<file path="src/hw/rtl/bra_pkg.sv">
// Shared types and constants for the best rational approximation block.
// Holds the controller/datapath command and status structs and the state enum.
// No dependencies.
package bra_pkg;

  localparam int unsigned IN_W      = 32;              // whole/fraction port fields
  localparam int unsigned DEN_W     = 32;              // convergent terms, limit register
  localparam int unsigned OUT_W     = 33;              // signed result fields
  localparam int unsigned ACC_W     = DEN_W + 2;       // shift-add product accumulators
  localparam int unsigned S_TDATA_W = 2 * IN_W;
  localparam int unsigned M_TDATA_W = 104;
  localparam int unsigned M_PAD_W   = M_TDATA_W - 2 * OUT_W - DEN_W;

  localparam logic [DEN_W-1:0] MAX_DEN_RESET = 32'd1000000;

  typedef enum logic [1:0] {
    ST_IDLE,
    ST_DIVIDE,
    ST_UPDATE,
    ST_FINISH
  } bra_state_t;

  typedef struct packed {
    logic start;     // load a new beat and set up the first Euclid step
    logic div_step;  // one restoring-division iteration
    logic update;    // close a Euclid step: limit test and convergent update
    logic load_out;  // copy the result into the output register
  } bra_cmd_t;

  typedef struct packed {
    logic q_zero;    // divisor is zero: expansion finished
    logic div_last;  // the current iteration produces the last quotient bit
    logic stop;      // limit exceeded or remainder zero
  } bra_sts_t;

endpackage

</file>
<file path="src/hw/rtl/bra_datapath.sv">
// Datapath: limit register, bit-serial Euclid divider with shift-add products,
// convergent registers and the output register.
// Depends on bra_pkg.
module bra_datapath import bra_pkg::*; #(
  parameter int unsigned FRAC_W  = 32,
  parameter int unsigned WHOLE_W = 32
) (
  input  logic                    clk,
  input  logic                    rst,
  input  bra_cmd_t                cmd,
  output bra_sts_t                sts,
  input  logic                    cfg_we,
  input  logic [DEN_W-1:0]        cfg_wdata,
  input  logic                    is_negative,
  input  logic [IN_W-1:0]         whole_magnitude,
  input  logic [IN_W-1:0]         fraction_bits,
  output logic signed [OUT_W-1:0] whole_part,
  output logic signed [OUT_W-1:0] numerator_out,
  output logic [DEN_W-1:0]        denominator_out
);

  localparam int unsigned CNT_W      = $clog2(FRAC_W + 2);
  localparam int unsigned WHOLE_USED = (WHOLE_W < IN_W) ? WHOLE_W : IN_W;

  logic [DEN_W-1:0]  max_den;
  logic [DEN_W-1:0]  limit;
  logic [ACC_W-1:0]  limit_ext;

  logic              neg;
  logic [IN_W-1:0]   whole;
  logic [IN_W-1:0]   whole_mask;

  logic [FRAC_W:0]   dvd;
  logic [FRAC_W-1:0] q;
  logic [FRAC_W-1:0] rem;
  logic [CNT_W-1:0]  cnt;
  logic [ACC_W-1:0]  acc_n;
  logic [ACC_W-1:0]  acc_d;
  logic              over;

  logic [DEN_W-1:0]  n_cur;
  logic [DEN_W-1:0]  n_prev;
  logic [DEN_W-1:0]  d_cur;
  logic [DEN_W-1:0]  d_prev;

  logic [FRAC_W:0]   trial;
  logic              ge;
  logic [FRAC_W-1:0] rem_next;
  logic [ACC_W-1:0]  acc_n_next;
  logic [ACC_W-1:0]  acc_d_next;
  logic              over_next;
  logic [ACC_W-1:0]  sum_n;
  logic [ACC_W-1:0]  sum_d;
  logic              brk;

  logic [OUT_W-1:0]  whole_ext;
  logic [OUT_W-1:0]  num_ext;

  // A zero limit acts as one.
  assign limit     = (max_den == '0) ? DEN_W'(1) : max_den;
  assign limit_ext = ACC_W'(limit);

  assign whole_mask = IN_W'((64'd1 << WHOLE_USED) - 64'd1);

  // Restoring division, one quotient bit per cycle, MSB first; the quotient
  // bit feeds the products a*n_cur and a*d_cur straight away.
  assign trial    = {rem, dvd[FRAC_W]};
  assign ge       = (trial >= {1'b0, q});
  assign rem_next = ge ? FRAC_W'(trial - {1'b0, q}) : trial[FRAC_W-1:0];

  assign acc_n_next = {acc_n[ACC_W-2:0], 1'b0} + (ge ? ACC_W'(n_cur) : ACC_W'(0));
  assign acc_d_next = {acc_d[ACC_W-2:0], 1'b0} + (ge ? ACC_W'(d_cur) : ACC_W'(0));
  // The partial product only grows, so once past the limit it stays past it.
  assign over_next  = over | (acc_d_next > limit_ext);

  assign sum_n = acc_n + ACC_W'(n_prev);
  assign sum_d = acc_d + ACC_W'(d_prev);
  assign brk   = over | (sum_d > limit_ext);

  assign sts.q_zero   = (q == '0);
  assign sts.div_last = (cnt == CNT_W'(FRAC_W));
  assign sts.stop     = brk | (rem == '0);

  assign whole_ext = {1'b0, whole};
  assign num_ext   = {1'b0, n_cur};

  always_ff @(posedge clk) begin
    if (rst) begin
      max_den <= MAX_DEN_RESET;
    end else if (cfg_we) begin
      max_den <= cfg_wdata;
    end
  end

  always_ff @(posedge clk) begin
    if (cmd.start) begin
      neg    <= is_negative;
      whole  <= whole_magnitude & whole_mask;
      // First Euclid step folded in: a0 = 0, remainder is the fraction itself.
      dvd    <= {1'b1, {FRAC_W{1'b0}}};
      q      <= FRAC_W'(fraction_bits);
      n_cur  <= '0;
      n_prev <= DEN_W'(1);
      d_cur  <= DEN_W'(1);
      d_prev <= '0;
      rem    <= '0;
      cnt    <= '0;
      acc_n  <= '0;
      acc_d  <= '0;
      over   <= 1'b0;
    end else if (cmd.div_step) begin
      dvd   <= {dvd[FRAC_W-1:0], 1'b0};
      rem   <= rem_next;
      cnt   <= cnt + CNT_W'(1);
      acc_n <= acc_n_next;
      acc_d <= acc_d_next;
      over  <= over_next;
    end else if (cmd.update && !brk) begin
      n_prev <= n_cur;
      n_cur  <= sum_n[DEN_W-1:0];
      d_prev <= d_cur;
      d_cur  <= sum_d[DEN_W-1:0];
      dvd    <= {1'b0, q};
      q      <= rem;
      rem    <= '0;
      cnt    <= '0;
      acc_n  <= '0;
      acc_d  <= '0;
      over   <= 1'b0;
    end
  end

  always_ff @(posedge clk) begin
    if (cmd.load_out) begin
      whole_part      <= neg ? OUT_W'(0) - whole_ext : whole_ext;
      numerator_out   <= neg ? OUT_W'(0) - num_ext : num_ext;
      denominator_out <= d_cur;
    end
  end

`ifndef SYNTHESIS
  a_no_div_by_zero: assert property (@(posedge clk) disable iff (rst)
    cmd.div_step |-> !sts.q_zero)
    else $error("division step issued with a zero divisor");

  a_full_quotient: assert property (@(posedge clk) disable iff (rst)
    cmd.update |-> cnt == CNT_W'(FRAC_W + 1))
    else $error("Euclid step closed before all quotient bits were produced");

  a_convergent_bound: assert property (@(posedge clk) disable iff (rst)
    cmd.update && !brk |=> (d_prev <= d_cur) && (d_cur <= limit) && (n_cur <= d_cur))
    else $error("convergent outside its bounds after update");
`endif

endmodule

</file>
<file path="src/hw/rtl/bra_ctrl.sv">
// Controller: sequences start, division iterations, Euclid updates and the
// hand-off to the output register; owns the output valid flag.
// Depends on bra_pkg.
module bra_ctrl import bra_pkg::*; (
  input  logic     clk,
  input  logic     rst,
  input  logic     s_tvalid,
  output logic     s_tready,
  output logic     m_tvalid,
  input  logic     m_tready,
  input  bra_sts_t sts,
  output bra_cmd_t cmd
);

  bra_state_t state;
  bra_state_t state_next;
  logic       out_valid;
  logic       out_valid_next;

  always_comb begin
    state_next = state;
    case (state)
      ST_IDLE: begin
        if (s_tvalid) state_next = ST_DIVIDE;
      end
      ST_DIVIDE: begin
        if (sts.q_zero) begin
          state_next = ST_FINISH;
        end else if (sts.div_last) begin
          state_next = ST_UPDATE;
        end
      end
      ST_UPDATE: begin
        state_next = sts.stop ? ST_FINISH : ST_DIVIDE;
      end
      ST_FINISH: begin
        if (!out_valid || m_tready) state_next = ST_IDLE;
      end
      default: state_next = ST_IDLE;
    endcase
  end

  always_comb begin
    s_tready     = (state == ST_IDLE);
    cmd.start    = (state == ST_IDLE) && s_tvalid;
    cmd.div_step = (state == ST_DIVIDE) && !sts.q_zero;
    cmd.update   = (state == ST_UPDATE);
    // Hand over only when the output register is free or being emptied.
    cmd.load_out = (state == ST_FINISH) && (!out_valid || m_tready);
  end

  assign out_valid_next = cmd.load_out ? 1'b1 : (m_tready ? 1'b0 : out_valid);
  assign m_tvalid       = out_valid;

  always_ff @(posedge clk) begin
    if (rst) begin
      state     <= ST_IDLE;
      out_valid <= 1'b0;
    end else begin
      state     <= state_next;
      out_valid <= out_valid_next;
    end
  end

`ifndef SYNTHESIS
  a_no_overwrite: assert property (@(posedge clk) disable iff (rst)
    cmd.load_out |-> !out_valid || m_tready)
    else $error("output register overwritten while its beat is pending");

  a_start_divides: assert property (@(posedge clk) disable iff (rst)
    s_tvalid && s_tready |=> state == ST_DIVIDE)
    else $error("accepted beat did not start the divider");

  a_finish_waits: assert property (@(posedge clk) disable iff (rst)
    state == ST_FINISH && !cmd.load_out |=> state == ST_FINISH && m_tvalid)
    else $error("finished result left without reaching the output register");
`endif

endmodule

</file>
<file path="src/hw/rtl/best_rational_approximation.sv">
// Best rational approximation of a signed fixed-point value by continued fractions.
// One item at a time: a new beat is taken only in the idle state, once the bit-serial
// divider and the update of each Euclid step are done; a zero fraction skips the divider.
// The next beat is taken while a finished result waits in the output register.
// Reset (rst, synchronous): controller idle, output empty, max_denominator = 1000000.
module best_rational_approximation import bra_pkg::*; #(
  parameter int unsigned FRACTION_WIDTH = 32,
  parameter int unsigned WHOLE_WIDTH    = 32
) (
  input  logic                 clk,
  input  logic                 rst,
  input  logic                 cfg_we,
  input  logic [DEN_W-1:0]     cfg_wdata,   // max_denominator
  input  logic                 s_tvalid,
  output logic                 s_tready,
  input  logic [S_TDATA_W-1:0] s_tdata,     // whole_magnitude[31:0], fraction_bits[63:32]
  input  logic                 s_tuser,     // is_negative
  output logic                 m_tvalid,
  input  logic                 m_tready,
  output logic [M_TDATA_W-1:0] m_tdata      // whole_part[32:0], numerator_out[65:33],
                                            // denominator_out[97:66], zero[103:98]
);

  bra_cmd_t                cmd;
  bra_sts_t                sts;
  logic signed [OUT_W-1:0] whole_part;
  logic signed [OUT_W-1:0] numerator_out;
  logic [DEN_W-1:0]        denominator_out;

  bra_ctrl u_ctrl (
    .clk      (clk),
    .rst      (rst),
    .s_tvalid (s_tvalid),
    .s_tready (s_tready),
    .m_tvalid (m_tvalid),
    .m_tready (m_tready),
    .sts      (sts),
    .cmd      (cmd)
  );

  bra_datapath #(
    .FRAC_W  (FRACTION_WIDTH),
    .WHOLE_W (WHOLE_WIDTH)
  ) u_datapath (
    .clk             (clk),
    .rst             (rst),
    .cmd             (cmd),
    .sts             (sts),
    .cfg_we          (cfg_we),
    .cfg_wdata       (cfg_wdata),
    .is_negative     (s_tuser),
    .whole_magnitude (s_tdata[IN_W-1:0]),
    .fraction_bits   (s_tdata[2*IN_W-1:IN_W]),
    .whole_part      (whole_part),
    .numerator_out   (numerator_out),
    .denominator_out (denominator_out)
  );

  assign m_tdata = {{M_PAD_W{1'b0}}, denominator_out, numerator_out, whole_part};

endmodule
</file>
<file path="config.mk">
export PLATFORM = sky130hd
export DESIGN_NAME = best_rational_approximation
export DESIGN_NICKNAME = d
export VERILOG_FILES = /design/src/hw/rtl/bra_pkg.sv /design/src/hw/rtl/bra_datapath.sv /design/src/hw/rtl/bra_ctrl.sv /design/src/hw/rtl/best_rational_approximation.sv
export SDC_FILE = /design/constraint.sdc
export NUM_CORES = 1
export LEC_CHECK = 0
export ABC_AREA = 1
export BUFFER_PORTS_ARGS = -buffer_cell sky130_fd_sc_hd__buf_2
export CORE_ASPECT_RATIO = 1.25
export CORE_MARGIN = 4
export CORE_UTILIZATION = 50
export DETAILED_ROUTE_END_ITERATION = 8
export HOLD_SLACK_MARGIN = 0.15
export PLACE_DENSITY = 0.68
export SKIP_LAST_GASP = 1
export SYNTH_ARGS = -nofsm -noshare
export SYNTH_HDL_FRONTEND = slang
export SYNTH_SLANG_ARGS = --single-unit
</file>
<file path="constraint.sdc">
create_clock -name clk -period 9 [get_ports clk]
set_input_delay 0.45 -clock clk [delete_from_list [all_inputs] [get_ports clk]]
set_output_delay 0.45 -clock clk [all_outputs]
set_load 0.005 [all_outputs]
</file>
Word level (Yosys, flattened, before mapping) --
Index checks and enable logic that the tools add are counted.
Word-level totals: flip-flop bits (word level) 464, bits of input ports 102, output and inout port bits 106, word-level logic and storage cells 92
Operators by class: add/subtract/negate cells 8, $lt $le $gt $ge 3, equality and inequality tests 8, multiplexer cells 28, bitwise operators 4, reductions and logical operators 19
Operator list (count):
- $mux 32 | 12
- $logic_not 32->1 | 3
- $gt 34x32->1 | 2
- $mux 34 | 2
- $mux 33 | 2
- $sub 1x32->33 const A | 2
- $add 32x32->32 | 2
- $add 34x32->34 | 1
- $add 34x34->34 | 1
- $ge 33x32->1 | 1
- $sub 32x32->32 | 1
- $mux 6 | 2
- $mux 2 | 5
- $pmux 2 s4 | 1
- $add 6x1->6 const B | 1
- $eq 6x6->1 const B | 1
- $reduce_bool 2->1 | 3
- $eq 2x2->1 const B | 2
- $logic_and 1x1->1 | 4
- $mux 1 | 4
- $ne 2x2->1 const B | 2
- $reduce_and 2->1 | 2
- $logic_not 1->1 | 3
- $ne 3x2->1 const B | 1
- 8 further kinds | 10

Logic depth before layout (Yosys ltp) --
word-level depth 9, depth in mapped cells 40

Cells and area by module --
From an unflattened synthesis, not the netlist that was laid out.
Second synthesis, totals: cell total of the unflattened synthesis 3671, area total of the unflattened synthesis 27965.6 um2
By module, submodules not included:
- bra_datapath | times used 1, cells an instance 3625, area an instance 27669.0 um2, seq. area each 10860.4 um2
- bra_ctrl | times used 1, cells an instance 39, area an instance 247.7 um2, seq. area each 60.1 um2
- best_rational_approximation | times used 1, cells an instance 7, area an instance 48.8 um2, seq. area each 0.0 um2

Worst setup path before layout --
No wires, ideal clock.
kind flip-flop to flip-flop, from reg u_datapath.q[12], to reg u_datapath.over, data arrival time 5170 ps, required time 8943 ps, setup slack 3773 ps, stages on the path, launching flop included 40, path buffers 2, clock period less this slack 5227 ps, cell sequence edfxtp_1 -> inv_1 -> ha_1 -> a21oi_1 -> a21boi_0 -> nor2_1 -> nor2_1 -> o21ai_0 -> nand2_1 -> nand4_1 -> buf_2 -> inv_2 -> clkbuf_1 -> nor2_1 -> fa_1 -> nand3_1 -> nand2_1 -> a21oi_1 -> [... 4 more ...] -> o21ai_0 -> or2_2 -> and2_1 -> ha_1 -> nand2_1 -> inv_1 -> nand3_1 -> nor3_1 -> o21ai_0 -> nand2_1 -> nand2_1 -> nand2_1 -> nand2_1 -> nand2_1 -> nand2_1 -> nand4_1 -> nand2_1 -> inv_1
On the way: cells in the longest elaborated chain, start to end 6, elaborated cells between the ends (all ways) 10
RTL lines:
- start: declaration | line bra_datapath.sv:34 | logic [FRAC_W-1:0] q;
- start signal: assignment | line bra_datapath.sv:101 | q <= FRAC_W'(fraction_bits);
- start signal: assignment | line bra_datapath.sv:124 | q <= rem;
- $ge 33x32->1 | line bra_datapath.sv:68 | assign ge = (trial >= {1'b0, q});
- $mux 32 | line bra_datapath.sv:72 | assign acc_d_next = {acc_d[ACC_W-2:0], 1'b0} + (ge ? ACC_W'(d_cur) : ACC_W'(0));
- $add 34x34->34 | line bra_datapath.sv:72
- $gt 34x32->1 | line bra_datapath.sv:74 | assign over_next = over | (acc_d_next > limit_ext);
- $or 1x1->1 | line bra_datapath.sv:74
- $mux 1 | line bra_datapath.sv:111 | end else if (cmd.div_step) begin
- end signal: assignment | line bra_datapath.sv:117 | over <= over_next;
- end: declaration | line bra_datapath.sv:39 | logic over;
Several ways; a longest one is shown, not always the timed one. A chain may end at the register's enable or synchronous reset.

Worst setup path after layout --
from reg u_datapath.acc_d[2], to reg u_datapath.n_cur[26]
On the way: cells in the longest elaborated chain, start to end 6
RTL lines:
- start: declaration | line bra_datapath.sv:38 | logic [ACC_W-1:0] acc_d;
- start signal: assignment | line bra_datapath.sv:116 | acc_d <= acc_d_next;
- $add 34x32->34 | line bra_datapath.sv:77 | assign sum_d = acc_d + ACC_W'(d_prev);
- via u_datapath.sum_d[19] | line bra_datapath.sv:53 | logic [ACC_W-1:0] sum_d;
- $gt 34x32->1 | line bra_datapath.sv:78 | assign brk = over | (sum_d > limit_ext);
- $or 1x1->1 | line bra_datapath.sv:78
- $logic_not 1->1 | line bra_datapath.sv:118 | end else if (cmd.update && !brk) begin
- $logic_and 1x1->1 | line bra_datapath.sv:118
- $reduce_and 2->1 (no line)
- end signal: assignment | line bra_datapath.sv:120 | n_cur <= sum_n[DEN_W-1:0];
- end: declaration | line bra_datapath.sv:41 | logic [DEN_W-1:0] n_cur;
The timed path passes the listed nets, and every way through them passes these cells.

==> impl_metrics.ini <==
[sta]
setup_tns_ps = 0
finalHoldViolations = 0
slew_viol_final = 0
relSlewSlack_pct = 20.6
setup_violations = 0
skew_ps = 27.7
fin_crit_sh_pct = 78.8
rsz0062_at_grt = false
timing.fmax_mhz = 141
period_minus_slack_ps = 7090
fin_ws_ps = 1910
worst_slew_pin_slew_ps = 1190

[worst_setup_path]
cp_top_family = simple AND/OR/NAND/NOR gates
rrSetupSlack_ps = 1910
worstSetupEndpointType = register
worstPathArrival_ps = 7530
crit_fanout = 59
cp_num_buf_inv = 2
cp_common_cell = nand2_1
r2r-start = u_datapath.acc_d[2]$_SDFFE_PP0P_
crit_required_ps = 9440
worstSetupStartpointType = register
rr_worst_depth = 26
critPathKind = reg2reg
cp_slowest_stage_delay_ps = 790
cp_slowest_cell = nand2_4
rr_endpoint = u_datapath.n_cur[26]$_SDFFE_PP0P_

[die]
die_h_microns = 274
coreArea_sq_um = 56100
dieArea_sq_um = 60500
num_rows = 97
boundaryPins = 208
initial_core_util_pct = 50.5
die_w_microns = 221

[power_and_ir_drop]
total_power_mw = 8.00
cellPowerDensity_nw_per_um2 = 247
p_leak_nw = 14.5
p_switching_mw = 3.23
max-vdd-ir-drop_mv = 0.309
combPwrFrac_pct = 36.4
swShare_pct = 40.4
power_frac_seq_pct = 36.0
p_int_mw = 4.77
clkPwrFrac_pct = 27.7

[clock_tree]
htree_levels = 2
clockBufferDepth = 3
cts_sinks = 464
worstSkewPairLatency_ps = 620
cts_tree = yes
postCtsSetupBuffers = 0
cts-resized-gates = 0
cts_made_buffers = 49
cts-root-buf = clkbuf_16
clk_pin_slew_worst_paths_ps = 70

[placement]
gp_congestion = 0.999
post-place-ws_ps = 2130
port_buffers = 201
dp_hpwl_microns = 61100
dp_cells = 4560
postPlaceCellArea_sq_um = 29800

[job]
max_cap_viol_count = 0

[yosys]
synthDistinctLibCells = 57
seq_area_frac_synth_pct = 38.6
synth_edf_count = 163
ys_async_sr_fraction_pct = 0
synth.area.top_cells = dfxtp_1, edfxtp_1, ha_1
synth-seq-cells = 464
avgSynthCellArea_sq_um = 7.61
yosysTopAreaCell = dfxtp_1
yosys_warnings = 0
synthFlopType = dfxtp_1
synthCells = 3718
syn_area_sq_um = 28300
synth_top_area_share_pct = 21.3

[worst_hold_path]
hold_depth = 3
min_path_type = in2reg
whs_endpoint = u_datapath.max_den[1]$_SDFFE_PP0P_
worstHoldStart = cfg_wdata[1]

[global_route]
grt_max_degree = 114
grt_pass1_vias = 24946
grt_usage_pct = 26.5
antenna_found_initial = 0
grt_pass1_wl_microns = 130000
grt-ovfl-total = 0

[layout]
fin_nets = 4278
regArea_sq_um = 10900
areaGrowthSynthToFinish_pct = 14.5
diodes = 0
final_cell_area_sq_um = 32400
drive_above_1_share_pct = 8.65
mostFrequentLayoutCell = nand2_1
multiInputGateArea_sq_um = 15300
layout.filler_cells = 5303
final_cell_mix = nand2_1, inv_1, nor2_1, a21oi_1, dfxtp_1
final_cells = 4730

[route]
final_antenna_net_count = 0
wire_per_inst_microns = 17.5
drc_errors = 0
vias = 26067
vias_per_cell = 5.51
routed_wl_microns = 82600
drt-initial-drc-count = 2036
first_pass_iters = 6

[outcome]
status = completed
[cells in the mapped netlist (40+ instances only)]
master	instances
nand3_1	175
edfxtp_1	163
inv_1	397
xor2_1	109
clkbuf_1	70
a21oi_1	352
nor2_1	376
o21ai_1	58
xnor2_1	57
nor3_1	40
dfxtp_1	301
nand4_1	72
o21ai_0	281
ha_1	224
nand2_1	724
[worst max-delay path by stage]
| stage | from | end | slack (ps) | cells after the start |
|---|---|---|---|---|
| global placement | u_datapath.acc_d[4]$_SDFFE_PP0P_ | u_datapath.n_cur[26]$_SDFFE_PP0P_ | 2330 | 26 |
| global route | u_datapath.acc_d[4]$_SDFFE_PP0P_ | u_datapath.d_cur[27]$_SDFFE_PP0P_ | 1380 | 26 |
| CTS | u_datapath.acc_d[2]$_SDFFE_PP0P_ | u_datapath.d_cur[26]$_SDFFE_PP0P_ | 2080 | 28 |
| detailed placement | u_datapath.acc_d[2]$_SDFFE_PP0P_ | u_datapath.n_cur[9]$_SDFFE_PP0P_ | 2130 | 28 |
| floorplan | u_datapath.q[12]$_DFFE_PP_ | u_datapath.over$_SDFFE_PP0P_ | 3770 | 39 |
| finish | u_datapath.acc_d[2]$_SDFFE_PP0P_ | u_datapath.n_cur[26]$_SDFFE_PP0P_ | 1910 | 26 |
[registers in the layout, indices dropped and copies added, names as in the netlist, 2 cells and up]
| register | count |
|---|---|
| u_datapath.acc_d | 34 |
| u_datapath.dvd | 33 |
| u_datapath.numerator_out | 33 |
| u_datapath.whole_part | 33 |
| u_datapath.acc_n | 32 |
| u_datapath.d_cur | 32 |
| u_datapath.d_prev | 32 |
| u_datapath.denominator_out | 32 |
| u_datapath.max_den | 32 |
| u_datapath.n_cur | 32 |
| u_datapath.n_prev | 32 |
| u_datapath.q | 32 |
| u_datapath.rem | 32 |
| u_datapath.whole | 32 |
| u_datapath.cnt | 6 |
| u_ctrl.state | 2 |
[worst register-to-register path, cell delays in order, from the launching register on]
cell and delay [ps]:
dfxtp_1 340, ha_1 370, nand2_1 80, nor2_1 150, a21oi_1 120, o21bai_1 550
a31oi_1 250, o21ai_0 620, nand2_1 100, nand2_1 110, xor2_1 220, ha_1 280
a21oi_1 130, o21a_1 120, nor2_1 40, nor3_1 250, nand2_1 160, nand2_1 90
nand2_1 50, nand2_1 50, nand2_1 40, nand2_1 70, buf_4 330, nand3_4 720
nand2_4 790, buf_4 610, o22ai_1 260
[area by class of cell]
type / count / area share (%)
clock inverter: 26 / 1.05
tap: 742 / 2.87
timing repair buffer: 298 / 5.96
multi-input combinational: 2730 / 47.3
clock buffer: 66 / 4.43
inverter: 404 / 4.68
sequential: 464 / 33.7
[what timing repair did]
action                                  4_1_cts  5_1_grt
endpoints found under the setup margin        0        0
hold buffers                                 78        0
endpoints found under the hold margin        78        0
[metal layers]
| metal | track usage, % | up-vias | share of wire, % |
|---|---|---|---|
| li1 | - | 13060 | - |
| met1 | 35.7 | 12052 | 45 |
| met2 | 45.0 | 810 | 47 |
| met3 | 3.25 | 145 | 6.1 |
| met4 | 7.23 | 0 | 2.8 |
| met5 | 0 | - | 0 |
[logic make-up after synthesis]
| kind of cell | count (synthesis) | share of synthesized area, % |
|---|---|---|
| flip-flops | 464 | 38.6 |
| AND/OR/NAND/NOR | 1470 | 22.0 |
| other | 1 | 0.0133 |
| XOR/XNOR | 166 | 5.14 |
| AO/OA/AOI/OAI | 859 | 16.6 |
| buffers and inverters | 529 | 7.41 |
| adder cells (fa/ha/maj) | 229 | 10.3 |
[stage by stage]
step	util [%]	hold slack (ps)
2_1_floorplan	-	408
3_3_place_gp	53.2	414
3_5_place_dp	53.2	417
4_1_cts	57.8	151
5_1_grt	57.8	172
6_report	57.8	176
[power by group through the flow]
stage | sequential (mW) | clock [mW] | combinational (mW)
floorplan | 2.82 | 0 | 2.13
finish | 2.88 | 2.21 | 2.91
CTS | 2.87 | 2.26 | 2.90
detailed placement | 2.91 | 0 | 2.86
global placement | 2.91 | 0 | 2.83
global route | 2.91 | 2.34 | 3.26
Note: power is estimated with default switching activity, not from simulation.
